--- src/rtl/tdfe_pkg.sv ---
// Package for the table-driven state machine engine.
// Holds widths, command and result codes, and the structs shared by the cells, ring and top.
// Has no dependencies and is compiled first.
package tdfe_pkg;

   localparam int STATES          = 32;
   localparam int STATE_W         = $clog2(STATES);
   localparam int EVENT_W         = 8;
   localparam int CMD_W           = 2;
   localparam int DEF_TRANSITIONS = 16;
   localparam int DEF_EVENT_SLOTS = 2;
   localparam int CSR_ADDR_W      = 3;
   localparam int CSR_DATA_W      = 32;
   localparam int REG_START_STATE = 0;

   typedef enum logic [CMD_W-1:0] {
      CMD_LOAD = 2'd0,
      CMD_PUSH = 2'd1,
      CMD_TICK = 2'd2
   } cmd_type;

   typedef enum logic [1:0] {
      KIND_STATUS = 2'd0,
      KIND_STEP   = 2'd1,
      KIND_UPDATE = 2'd2
   } kind_type;

   typedef enum logic [1:0] {
      STAT_OK         = 2'd0,
      STAT_TABLE_FULL = 2'd1,
      STAT_QUEUE_FULL = 2'd2
   } status_type;

   typedef struct packed {
      logic               valid;
      logic [STATE_W-1:0] origin;
      logic [EVENT_W-1:0] event_code;
   } probe_type;

   typedef struct packed {
      logic [STATE_W-1:0] from_state;
      logic [EVENT_W-1:0] event_code;
      logic [STATE_W-1:0] to_state;
   } row_type;

   typedef struct packed {
      logic               hit;
      logic               done;
      logic [STATE_W-1:0] to_state;
   } cell_status_type;

   typedef struct packed {
      logic               push;
      logic               pop;
      logic [EVENT_W-1:0] push_event;
   } ring_ctrl_type;

   typedef struct packed {
      logic               full;
      logic               empty;
      logic [EVENT_W-1:0] head_event;
   } ring_stat_type;

endpackage

--- src/rtl/tdfe_req_if.sv ---
// Request channel of the state machine engine: valid, ready and one command transaction.
// Depends on tdfe_pkg for field widths.
interface tdfe_req_if import tdfe_pkg::*; ();

   logic               valid;
   logic               ready;
   logic [CMD_W-1:0]   command;
   logic [EVENT_W-1:0] event_code;
   logic [STATE_W-1:0] from_state;
   logic [STATE_W-1:0] to_state;

   modport source (output valid, command, event_code, from_state, to_state, input ready);
   modport sink (input valid, command, event_code, from_state, to_state, output ready);

endinterface

--- src/rtl/tdfe_rsp_if.sv ---
// Response channel of the state machine engine: valid, ready and one result transaction.
// Depends on tdfe_pkg for field widths and codes.
interface tdfe_rsp_if import tdfe_pkg::*; ();

   logic               valid;
   logic               ready;
   kind_type           kind;
   status_type         status;
   logic [STATE_W-1:0] exited_state;
   logic [STATE_W-1:0] entered_state;
   logic [STATE_W-1:0] current_state;
   logic               last;

   modport source (output valid, kind, status, exited_state, entered_state, current_state,
                   last, input ready);
   modport sink (input valid, kind, status, exited_state, entered_state, current_state,
                 last, output ready);

endinterface

--- src/rtl/table_driven_fsm_engine_unit.sv ---
// Top level of the table-driven state machine engine.
// Depends on tdfe_pkg, tdfe_req_if, tdfe_rsp_if, tdfe_cell and tdfe_ring.
//
// Usage: each request transaction carries a command. A load appends a transition row
// (from, event, to) and a push queues an event; each answers with one status transaction
// in the cycle after acceptance. A tick pops the oldest queued event and sends a probe
// down a chain of TRANSITIONS cells, one cell per cycle unless held at a matching cell.
// Each matching row yields an exit/entry transaction, and the tick closes with an update
// transaction marked last. A new request is taken only once the previous tick has
// finished its scan. The result sits in an output register, and a request is accepted
// only when that register is empty or is being read in the same cycle. When the receiver
// stalls, the probe holds at a matching cell until the pending result is taken. Reset
// empties the table and the event queue and sets the state to zero. Writing start_state
// at byte address 0 through the APB port also loads the current state; pready is always
// high.
module table_driven_fsm_engine_unit import tdfe_pkg::*; #(
   parameter int TRANSITIONS = DEF_TRANSITIONS,
   parameter int EVENT_SLOTS = DEF_EVENT_SLOTS
) (
   input  logic                  clock,
   input  logic                  reset,
   tdfe_req_if.sink              req_chan,
   tdfe_rsp_if.source            rsp_chan,
   input  logic                  psel,
   input  logic                  penable,
   input  logic                  pwrite,
   input  logic [CSR_ADDR_W-1:0] paddr,
   input  logic [CSR_DATA_W-1:0] pwdata,
   output logic [CSR_DATA_W-1:0] prdata,
   output logic                  pready
);

   localparam int CNT_W = $clog2(TRANSITIONS + 1);

   typedef enum logic [1:0] {
      ST_IDLE = 2'b01,
      ST_SCAN = 2'b10
   } fsm_type;

   fsm_type            state_ff;
   fsm_type            state_in;
   logic [CNT_W-1:0]   count_ff;
   logic [CNT_W-1:0]   count_in;
   logic [STATE_W-1:0] start_ff;
   logic [STATE_W-1:0] start_in;
   logic [STATE_W-1:0] machine_ff;
   logic [STATE_W-1:0] machine_in;
   logic [STATE_W-1:0] scan_from_ff;
   logic [STATE_W-1:0] scan_from_in;

   logic               rsp_valid_ff;
   logic               rsp_valid_in;
   kind_type           rsp_kind_ff;
   kind_type           rsp_kind_in;
   status_type         rsp_status_ff;
   status_type         rsp_status_in;
   logic [STATE_W-1:0] rsp_exited_ff;
   logic [STATE_W-1:0] rsp_exited_in;
   logic [STATE_W-1:0] rsp_entered_ff;
   logic [STATE_W-1:0] rsp_entered_in;
   logic [STATE_W-1:0] rsp_current_ff;
   logic [STATE_W-1:0] rsp_current_in;
   logic               rsp_last_ff;
   logic               rsp_last_in;

   logic               out_free;
   logic               req_ready;
   logic               req_fire;
   logic               cfg_write;
   logic               table_full;
   logic               load_ok;
   logic               inject;
   logic               advance;
   logic               flush;
   logic               any_hit;
   logic               any_done;
   logic               any_probe;
   logic [STATE_W-1:0] hit_to;

   ring_ctrl_type      ring_ctrl;
   ring_stat_type      ring_stat;
   row_type            write_row;
   probe_type          probe_head;
   probe_type          probe_chain [TRANSITIONS];
   cell_status_type    cell_stat [TRANSITIONS];
   logic [TRANSITIONS-1:0] probe_valid_vec;
   logic [TRANSITIONS-1:0] write_en;
   logic [TRANSITIONS-1:0] row_valid;

   assign out_free   = !rsp_valid_ff || rsp_chan.ready;
   assign req_ready  = (state_ff == ST_IDLE) && out_free;
   assign req_fire   = req_chan.valid && req_ready;
   assign cfg_write  = psel && penable && pwrite && (paddr[2] == 1'(REG_START_STATE));
   assign table_full = (count_ff == CNT_W'(TRANSITIONS));
   assign load_ok    = req_fire && (req_chan.command == CMD_LOAD) && !table_full;
   assign inject     = req_fire && (req_chan.command == CMD_TICK) && !ring_stat.empty;
   assign advance    = !((state_ff == ST_SCAN) && any_hit && !out_free);

   always_comb begin
      write_row.from_state = req_chan.from_state;
      write_row.event_code = req_chan.event_code;
      write_row.to_state   = req_chan.to_state;
      probe_head.valid      = inject;
      probe_head.origin     = machine_ff;
      probe_head.event_code = ring_stat.head_event;
      ring_ctrl.push       = req_fire && (req_chan.command == CMD_PUSH);
      ring_ctrl.pop        = inject;
      ring_ctrl.push_event = req_chan.event_code;
   end

   tdfe_ring #(
      .SLOTS (EVENT_SLOTS)
   ) u_ring (
      .clock  (clock),
      .reset  (reset),
      .ctrl_i (ring_ctrl),
      .stat_o (ring_stat)
   );

   for (genvar i = 0; i < TRANSITIONS; i++) begin : g_cell
      assign write_en[i]        = load_ok && (count_ff == CNT_W'(i));
      assign row_valid[i]       = CNT_W'(i) < count_ff;
      assign probe_valid_vec[i] = probe_chain[i].valid;

      tdfe_cell u_cell (
         .clock     (clock),
         .reset     (reset),
         .advance   (advance),
         .flush     (flush),
         .row_valid (row_valid[i]),
         .write_en  (write_en[i]),
         .write_row (write_row),
         .probe_i   ((i == 0) ? probe_head : probe_chain[(i == 0) ? 0 : i - 1]),
         .probe_o   (probe_chain[i]),
         .status_o  (cell_stat[i])
      );
   end

   always_comb begin
      any_hit  = 1'b0;
      any_done = 1'b0;
      hit_to   = '0;
      for (int i = 0; i < TRANSITIONS; i++) begin
         any_hit  = any_hit || cell_stat[i].hit;
         any_done = any_done || cell_stat[i].done;
         hit_to   = hit_to | cell_stat[i].to_state;
      end
      any_probe = |probe_valid_vec;
   end

   always_comb begin
      state_in       = state_ff;
      count_in       = count_ff;
      start_in       = start_ff;
      machine_in     = machine_ff;
      scan_from_in   = scan_from_ff;
      flush          = 1'b0;
      rsp_valid_in   = rsp_valid_ff && !rsp_chan.ready;
      rsp_kind_in    = rsp_kind_ff;
      rsp_status_in  = rsp_status_ff;
      rsp_exited_in  = rsp_exited_ff;
      rsp_entered_in = rsp_entered_ff;
      rsp_current_in = rsp_current_ff;
      rsp_last_in    = rsp_last_ff;
      case (state_ff)
         ST_IDLE: begin
            if (req_fire) begin
               rsp_status_in  = STAT_OK;
               rsp_exited_in  = '0;
               rsp_entered_in = '0;
               rsp_current_in = machine_ff;
               rsp_last_in    = 1'b1;
               case (req_chan.command)
                  CMD_LOAD: begin
                     rsp_valid_in = 1'b1;
                     rsp_kind_in  = KIND_STATUS;
                     if (table_full) begin
                        rsp_status_in = STAT_TABLE_FULL;
                     end else begin
                        count_in = count_ff + 1'b1;
                     end
                  end
                  CMD_PUSH: begin
                     rsp_valid_in = 1'b1;
                     rsp_kind_in  = KIND_STATUS;
                     if (ring_stat.full) begin
                        rsp_status_in = STAT_QUEUE_FULL;
                     end
                  end
                  CMD_TICK: begin
                     if (ring_stat.empty) begin
                        rsp_valid_in = 1'b1;
                        rsp_kind_in  = KIND_UPDATE;
                     end else begin
                        scan_from_in = machine_ff;
                        state_in     = ST_SCAN;
                     end
                  end
                  default: begin
                  end
               endcase
            end
         end
         ST_SCAN: begin
            if (any_hit) begin
               if (out_free) begin
                  machine_in     = hit_to;
                  rsp_valid_in   = 1'b1;
                  rsp_kind_in    = KIND_STEP;
                  rsp_status_in  = STAT_OK;
                  rsp_exited_in  = scan_from_ff;
                  rsp_entered_in = hit_to;
                  rsp_current_in = hit_to;
                  rsp_last_in    = 1'b0;
               end
            end else if (!any_probe || any_done) begin
               if (out_free) begin
                  flush          = 1'b1;
                  state_in       = ST_IDLE;
                  rsp_valid_in   = 1'b1;
                  rsp_kind_in    = KIND_UPDATE;
                  rsp_status_in  = STAT_OK;
                  rsp_exited_in  = '0;
                  rsp_entered_in = '0;
                  rsp_current_in = machine_ff;
                  rsp_last_in    = 1'b1;
               end
            end
         end
         default: begin
            state_in = ST_IDLE;
         end
      endcase
      if (cfg_write) begin
         start_in   = pwdata[STATE_W-1:0];
         machine_in = pwdata[STATE_W-1:0];
      end
   end

   always_ff @(posedge clock) begin
      if (reset) begin
         state_ff     <= ST_IDLE;
         count_ff     <= '0;
         start_ff     <= '0;
         machine_ff   <= '0;
         rsp_valid_ff <= 1'b0;
      end else begin
         state_ff     <= state_in;
         count_ff     <= count_in;
         start_ff     <= start_in;
         machine_ff   <= machine_in;
         rsp_valid_ff <= rsp_valid_in;
      end
   end

   always_ff @(posedge clock) begin
      scan_from_ff   <= scan_from_in;
      rsp_kind_ff    <= rsp_kind_in;
      rsp_status_ff  <= rsp_status_in;
      rsp_exited_ff  <= rsp_exited_in;
      rsp_entered_ff <= rsp_entered_in;
      rsp_current_ff <= rsp_current_in;
      rsp_last_ff    <= rsp_last_in;
   end

   assign req_chan.ready         = req_ready;
   assign rsp_chan.valid         = rsp_valid_ff;
   assign rsp_chan.kind          = rsp_kind_ff;
   assign rsp_chan.status        = rsp_status_ff;
   assign rsp_chan.exited_state  = rsp_exited_ff;
   assign rsp_chan.entered_state = rsp_entered_ff;
   assign rsp_chan.current_state = rsp_current_ff;
   assign rsp_chan.last          = rsp_last_ff;

   assign pready = 1'b1;
   assign prdata = (paddr[2] == 1'(REG_START_STATE)) ?
                   CSR_DATA_W'(start_ff) : '0;

   a_single_probe: assert property (@(posedge clock) disable iff (reset)
      $onehot0(probe_valid_vec))
      else $error("More than one probe is travelling through the cell chain.");

   a_no_accept_in_scan: assert property (@(posedge clock) disable iff (reset)
      (state_ff == ST_SCAN) |-> !req_chan.ready)
      else $error("A request was offered ready while a scan is running.");

   a_count_bound: assert property (@(posedge clock) disable iff (reset)
      count_ff <= CNT_W'(TRANSITIONS))
      else $error("The transition count exceeds the table size.");

   a_result_state: assert property (@(posedge clock) disable iff (reset)
      rsp_valid_ff |-> (rsp_current_ff == machine_ff))
      else $error("A pending result disagrees with the held machine state.");

   a_step_entered: assert property (@(posedge clock) disable iff (reset)
      (rsp_valid_ff && (rsp_kind_ff == KIND_STEP)) |->
         ((rsp_current_ff == rsp_entered_ff) && !rsp_last_ff))
      else $error("An exit/entry transaction is malformed.");

endmodule

--- src/rtl/tdfe_cell.sv ---
// One cell of the transition chain: holds one table row and the scan probe passing through.
// Depends on tdfe_pkg for the row, probe and status structs.
module tdfe_cell import tdfe_pkg::*; (
   input  logic            clock,
   input  logic            reset,
   input  logic            advance,
   input  logic            flush,
   input  logic            row_valid,
   input  logic            write_en,
   input  row_type         write_row,
   input  probe_type       probe_i,
   output probe_type       probe_o,
   output cell_status_type status_o
);

   row_type   row_ff;
   row_type   row_in;
   probe_type probe_ff;
   probe_type probe_in;
   logic      match;

   always_comb begin
      row_in = write_en ? write_row : row_ff;
      probe_in = probe_ff;
      if (flush) begin
         probe_in.valid = 1'b0;
      end else if (advance) begin
         probe_in = probe_i;
      end
   end

   assign match = (row_ff.from_state == probe_ff.origin) &&
                  (row_ff.event_code == probe_ff.event_code);

   always_comb begin
      status_o.hit      = probe_ff.valid && row_valid && match;
      status_o.done     = probe_ff.valid && !row_valid;
      status_o.to_state = status_o.hit ? row_ff.to_state : '0;
   end

   assign probe_o = probe_ff;

   always_ff @(posedge clock) begin
      row_ff <= row_in;
   end

   always_ff @(posedge clock) begin
      if (reset) begin
         probe_ff <= '0;
      end else begin
         probe_ff <= probe_in;
      end
   end

endmodule

--- src/rtl/tdfe_ring.sv ---
// Event ring of the state machine engine, one slot always kept empty.
// Depends on tdfe_pkg for the ring control and status structs.
module tdfe_ring import tdfe_pkg::*; #(
   parameter int SLOTS = DEF_EVENT_SLOTS
) (
   input  logic          clock,
   input  logic          reset,
   input  ring_ctrl_type ctrl_i,
   output ring_stat_type stat_o
);

   localparam int PTR_W = $clog2(SLOTS);

   logic [EVENT_W-1:0] slots_ff [SLOTS];
   logic [EVENT_W-1:0] slots_in [SLOTS];
   logic [PTR_W-1:0]   head_ff;
   logic [PTR_W-1:0]   head_in;
   logic [PTR_W-1:0]   tail_ff;
   logic [PTR_W-1:0]   tail_in;
   logic [PTR_W-1:0]   next_head;
   logic [PTR_W-1:0]   next_tail;

   assign next_head = (head_ff == PTR_W'(SLOTS - 1)) ? '0 : head_ff + 1'b1;
   assign next_tail = (tail_ff == PTR_W'(SLOTS - 1)) ? '0 : tail_ff + 1'b1;

   always_comb begin
      stat_o.full       = (next_head == tail_ff);
      stat_o.empty      = (head_ff == tail_ff);
      stat_o.head_event = slots_ff[next_tail];
   end

   always_comb begin
      slots_in = slots_ff;
      head_in  = head_ff;
      tail_in  = tail_ff;
      if (ctrl_i.push && !stat_o.full) begin
         slots_in[next_head] = ctrl_i.push_event;
         head_in = next_head;
      end
      if (ctrl_i.pop && !stat_o.empty) begin
         tail_in = next_tail;
      end
   end

   always_ff @(posedge clock) begin
      slots_ff <= slots_in;
   end

   always_ff @(posedge clock) begin
      if (reset) begin
         head_ff <= '0;
         tail_ff <= '0;
      end else begin
         head_ff <= head_in;
         tail_ff <= tail_in;
      end
   end

endmodule
--- src/flat_wrapper.sv ---
// flat-port wrapper written by rule: the top's interface ports become plain ports
module table_driven_fsm_engine_unit_flat import tdfe_pkg::*;
#(
   parameter int TRANSITIONS = DEF_TRANSITIONS,
   parameter int EVENT_SLOTS = DEF_EVENT_SLOTS
)
  (clock, reset, psel, penable, pwrite, paddr, pwdata, prdata, pready, req_chan_valid, req_chan_command, req_chan_event_code, req_chan_from_state, req_chan_to_state, req_chan_ready, rsp_chan_valid, rsp_chan_kind, rsp_chan_status, rsp_chan_exited_state, rsp_chan_entered_state, rsp_chan_current_state, rsp_chan_last, rsp_chan_ready);
  tdfe_req_if req_chan_i ();
  tdfe_rsp_if rsp_chan_i ();
  input  logic clock;
  input  logic reset;
  input  logic psel;
  input  logic penable;
  input  logic pwrite;
  input  logic [CSR_ADDR_W-1:0] paddr;
  input  logic [CSR_DATA_W-1:0] pwdata;
  output logic [CSR_DATA_W-1:0] prdata;
  output logic pready;
  input wire logic [$bits(req_chan_i.valid)-1:0] req_chan_valid;
  input wire logic [$bits(req_chan_i.command)-1:0] req_chan_command;
  input wire logic [$bits(req_chan_i.event_code)-1:0] req_chan_event_code;
  input wire logic [$bits(req_chan_i.from_state)-1:0] req_chan_from_state;
  input wire logic [$bits(req_chan_i.to_state)-1:0] req_chan_to_state;
  output wire logic [$bits(req_chan_i.ready)-1:0] req_chan_ready;
  output wire logic [$bits(rsp_chan_i.valid)-1:0] rsp_chan_valid;
  output wire logic [$bits(rsp_chan_i.kind)-1:0] rsp_chan_kind;
  output wire logic [$bits(rsp_chan_i.status)-1:0] rsp_chan_status;
  output wire logic [$bits(rsp_chan_i.exited_state)-1:0] rsp_chan_exited_state;
  output wire logic [$bits(rsp_chan_i.entered_state)-1:0] rsp_chan_entered_state;
  output wire logic [$bits(rsp_chan_i.current_state)-1:0] rsp_chan_current_state;
  output wire logic [$bits(rsp_chan_i.last)-1:0] rsp_chan_last;
  input wire logic [$bits(rsp_chan_i.ready)-1:0] rsp_chan_ready;
  assign req_chan_i.valid = req_chan_valid;
  assign req_chan_i.command = req_chan_command;
  assign req_chan_i.event_code = req_chan_event_code;
  assign req_chan_i.from_state = req_chan_from_state;
  assign req_chan_i.to_state = req_chan_to_state;
  assign req_chan_ready = req_chan_i.ready;
  assign rsp_chan_valid = rsp_chan_i.valid;
  assign rsp_chan_kind = rsp_chan_i.kind;
  assign rsp_chan_status = rsp_chan_i.status;
  assign rsp_chan_exited_state = rsp_chan_i.exited_state;
  assign rsp_chan_entered_state = rsp_chan_i.entered_state;
  assign rsp_chan_current_state = rsp_chan_i.current_state;
  assign rsp_chan_last = rsp_chan_i.last;
  assign rsp_chan_i.ready = rsp_chan_ready;
  table_driven_fsm_engine_unit #(.TRANSITIONS(TRANSITIONS), .EVENT_SLOTS(EVENT_SLOTS)) u_core (.clock(clock), .reset(reset), .req_chan(req_chan_i), .rsp_chan(rsp_chan_i), .psel(psel), .penable(penable), .pwrite(pwrite), .paddr(paddr), .pwdata(pwdata), .prdata(prdata), .pready(pready));
endmodule
--- config.mk ---
export PLATFORM = sky130hd
export DESIGN_NAME = table_driven_fsm_engine_unit_flat
export DESIGN_NICKNAME = d
export VERILOG_FILES = /design/src/rtl/tdfe_pkg.sv /design/src/rtl/tdfe_req_if.sv /design/src/rtl/tdfe_rsp_if.sv /design/src/rtl/table_driven_fsm_engine_unit.sv /design/src/rtl/tdfe_cell.sv /design/src/rtl/tdfe_ring.sv /design/src/flat_wrapper.sv
export SDC_FILE = /design/constraint.sdc
export NUM_CORES = 1
export LEC_CHECK = 0
export ABC_AREA = 1
export BUFFER_PORTS_ARGS = -buffer_cell sky130_fd_sc_hd__buf_4
export CAP_MARGIN = 20
export CORE_MARGIN = 5
export CORE_UTILIZATION = 55
export CTS_CLUSTER_DIAMETER = 150
export DETAILED_ROUTE_END_ITERATION = 12
export GPL_ROUTABILITY_DRIVEN = 0
export PLACE_DENSITY_LB_ADDON = 0.15
export SYNTH_ARGS = -nofsm -noshare
export SYNTH_HDL_FRONTEND = slang
export SYNTH_SLANG_ARGS = --single-unit
--- constraint.sdc ---
create_clock -name clock -period 4.22 [get_ports clock]
set_input_delay 0.211 -clock clock [delete_from_list [all_inputs] [get_ports clock]]
set_output_delay 0.211 -clock clock [all_outputs]
set_load 0.01 [all_outputs]
==> flow_summary.yaml <==
timing:
  hold_violations: 0
  worst_pin_slew_ps: 1020
  rsz0062_at_grt: "false"
  skew_ps: 25.6
  fin_crit_ps: 3500
  setup_viol: 0
  min_period_over_period_pct: 82.9
  relSlewSlack_pct: 31.7
  final.setup.worst_slack_ps: 721
  fin_tns_setup_ps: 0
  slew_viol_final: 0
  fmax_mhz: 286
global_route:
  grt_pass1_wl_um: 116000
  antenna_found_initial: 6
  track_usage_pct: 27.2
  grt-ovfl-total: 0
  grt_max_degree: 118
  grt_pass1_vias: 21400
detailed_routing:
  via_per_inst: 5.21
  num_vias: 22600
  drt-initial-drc-count: 2277
  wl_um: 74300
  wl_met3_um: 5720
  wl_met1_um: 31800
  firstDrtPassIters: 6
  ant_nets: 0
  route.met2.wl_um: 34900
  post_drt_wl_per_cell_um: 17.1
  highest_layer: "met5"
  drc: 0
yosys:
  synth.area.top_cells: "edfxtp_1, dfxtp_1, nand2_1"
  ys.flop_type: "edfxtp_1"
  postSynthCellCount: 3550
  synth_top_cell_by_area: "edfxtp_1"
  synth-edff-count: 329
  synth.cell_area_um2: 27200
  synth_top_cell_area_share_pct: 36.3
  async_reset_ff_share_pct: 0
  ys_ff_latch: 573
  yosysMostFrequentCell: "nand2_1"
  ys_seq_area_share_pct: 54.3
  yosysWarnings: 0
  yosysUniqueCellTypes: 39
  synthTopCellsByCount: "nand2_1, nor2_1, inv_1"
  synth.avg_cell_area_um2: 7.66
cts:
  cts_tree: "done"
  cts_buffer_depth: 3
  clk-insertion-delay-late_ps: 630
  cts.clk_slew.worst_paths_ps: 60
  cts_made_buffers: 60
  cts_setup_buffers: 0
  htreeDepth: 2
  clkSinkCount: 573
  cts_resized: 0
  cts_root_buffer: "clkbuf_16"
critical_path:
  arrival_ps: 3800
  r2r-end: "u_core.g_cell[7].u_cell.row_ff[14]"
  cp-endpoint: "u_core.g_cell[7].u_cell.row_ff[14]"
  cp_data_required_time_ps: 4520
  path_depth: 8
  ff2ff_setup_slack_ps: 720
  reg2reg_depth: 8
  crit_family: "simple AND/OR/NAND/NOR gates"
  cp-startpoint: "u_core.count_ff[1]"
  worstPathCellList: "inv_1 > ha_1 > nand3_1 > nand4_1 > inv_1 > nand3_1 > nor2_1 > buf_4"
  crit_path_max_incr_delay_ps: 540
  r2r_start: "u_core.count_ff[1]"
  crit_fanout: 13
  worstSetupPathType: "reg -> reg"
  cp-end-kind: "register"
  slowest_stage: "nand4_1"
  path_buf_inv: 3
  start_kind: "register"
placed_design:
  numPortBuffers: 59
  post-place-ws_ps: 845
  hpwl_um: 50500
floorplan:
  die_height_um: 232
  top_level_ports: 117
  die_w_um: 232
  core_area_um2: 49000
  dieArea_um2: 54000
  row_count: 81
  initial_core_util_pct: 55.6
flow_run:
  maxCapViolCount: 0
run_status:
  status: "completed"
min_path:
  hold_class: "in -> reg"
final_layout:
  area_growth_pct: 11.9
  layout-drive-gt1-share_pct: 6.32
  nets: 3690
pwr:
  power_density_nw_per_um2: 426
  ir_drop_mv: 0.468
  total_leakage_power_nw: 14.5
  p_total_w: 0.0130
==> metrics by stage <==
stage	instance area [µm²]	hold slack, ps	utilization (%)	instances
6_report	30400	33.2	62.2	4338
5_1_grt	30400	2.00	62.2	4338
4_1_cts	30400	0.0962	62.2	4336
3_5_place_dp	28300	415	57.8	4207
3_3_place_gp	28300	412	57.8	4207
2_1_floorplan	27300	310	-	3576
==> cells by family after synthesis <==
group | after synthesis | share of synthesized area (%)
AOI/OAI and AO/OA | 74 | 1.45
xor gates and xnor gates | 43 | 1.38
buffers and inverters | 586 | 8.90
and+or+nand+nor | 2267 | 33.7
adders and majority gates | 5 | 0.230
other | 2 | 0.0276
DFF | 573 | 54.3
==> routing by layer <==
layer,GRT usage [%],vias to the layer above
met5,0,-
met4,7.20,2
met3,4.47,118
met2,45.0,761
met1,37.6,10600
li1,-,11200
==> worst min-delay path by stage <==
| stage | from | endpoint | slack, ps | cells after the start |
|---|---|---|---|---|
| 6_report | req_chan_from_state[0] | u_core.g_cell[0].u_cell.row_ff[13] | 30 | 1 |
| 5_1_grt | req_chan_from_state[4] | u_core.g_cell[0].u_cell.row_ff[17] | 2 | 1 |
| 4_1_cts | req_chan_from_state[4] | u_core.g_cell[0].u_cell.row_ff[17] | 0.1 | 1 |
| 3_5_place_dp | u_core.machine_ff[3] | u_core.scan_from_ff[3] | 410 | 0 |
| 3_3_place_gp | u_core.machine_ff[3] | u_core.scan_from_ff[3] | 410 | 0 |
| 2_1_floorplan | req_chan_to_state[0] | u_core.g_cell[0].u_cell.row_ff[0] | 310 | 0 |
==> repair_timing <==
item,4_1_cts,5_1_grt
hold buffers,17,0
endpoints found under the setup margin,0,0
hold endpoints to repair,99,0
==> cells in the final DEF, fill, tap and decap left out, types with 9 or more instances in the layout <==
cell,synthesis,final
nand2_1,1047,1047
dfxtp_1,244,244
buf_4,37,88
or2_2,9,9
nor2_1,787,787
nor2_2,9,9
edfxtp_1,329,329
clkbuf_16,0,62
clkbuf_1,32,20
o21ai_0,44,44
inv_1,445,444
xnor2_1,25,25
xor2_1,18,18
conb_1,2,28
nor3_1,31,27
nand3_1,336,336
clkinv_2,0,10
nand4_1,23,23
dlygate4sd3_1,0,17
a21oi_1,18,18
inv_2,12,11
==> flip-flops by register name, indices dropped and copies added (netlist names) <==
register                       count
u_core.rsp_chan.entered_state      5
u_core.count_ff                    5
u_core.u_ring.slots_ff            16
u_core.rsp_chan.current_state      5
u_core.machine_ff                  5
u_core.rsp_chan.last               1
u_core.g_cell.u_cell.row_ff      288
u_core.u_ring.head_ff              1
u_core.g_cell.u_cell.probe_o     224
u_core.state_ff                    2
u_core.scan_from_ff                5
u_core.u_ring.tail_ff              1
u_core.rsp_chan.status             2
u_core.rsp_chan.valid              1
u_core.rsp_chan.kind               2
u_core.rsp_chan.exited_state       5
u_core.start_ff                    5
==> final cells by class <==
class | instances | area [µm²]
sequential | 573 | 14800
inverter | 458 | 1730
clock buffer | 88 | 1710
clock inverter | 24 | 253
multi-input combinational | 2417 | 10200
fill | 4257 | 18500
antenna | 1 | 2.50
tap | 664 | 831
timing repair buffer | 113 | 976
==> report_power, final <==
| group | internal [W] | switching (W) |
|---|---|---|
| logic | 0.000449 | 0.000884 |
| registers | 0.00621 | 0.000157 |
| clock network | 0.00310 | 0.00217 |
| total | 0.00976 | 0.00321 |
Power figures use the tool's default switching activity.
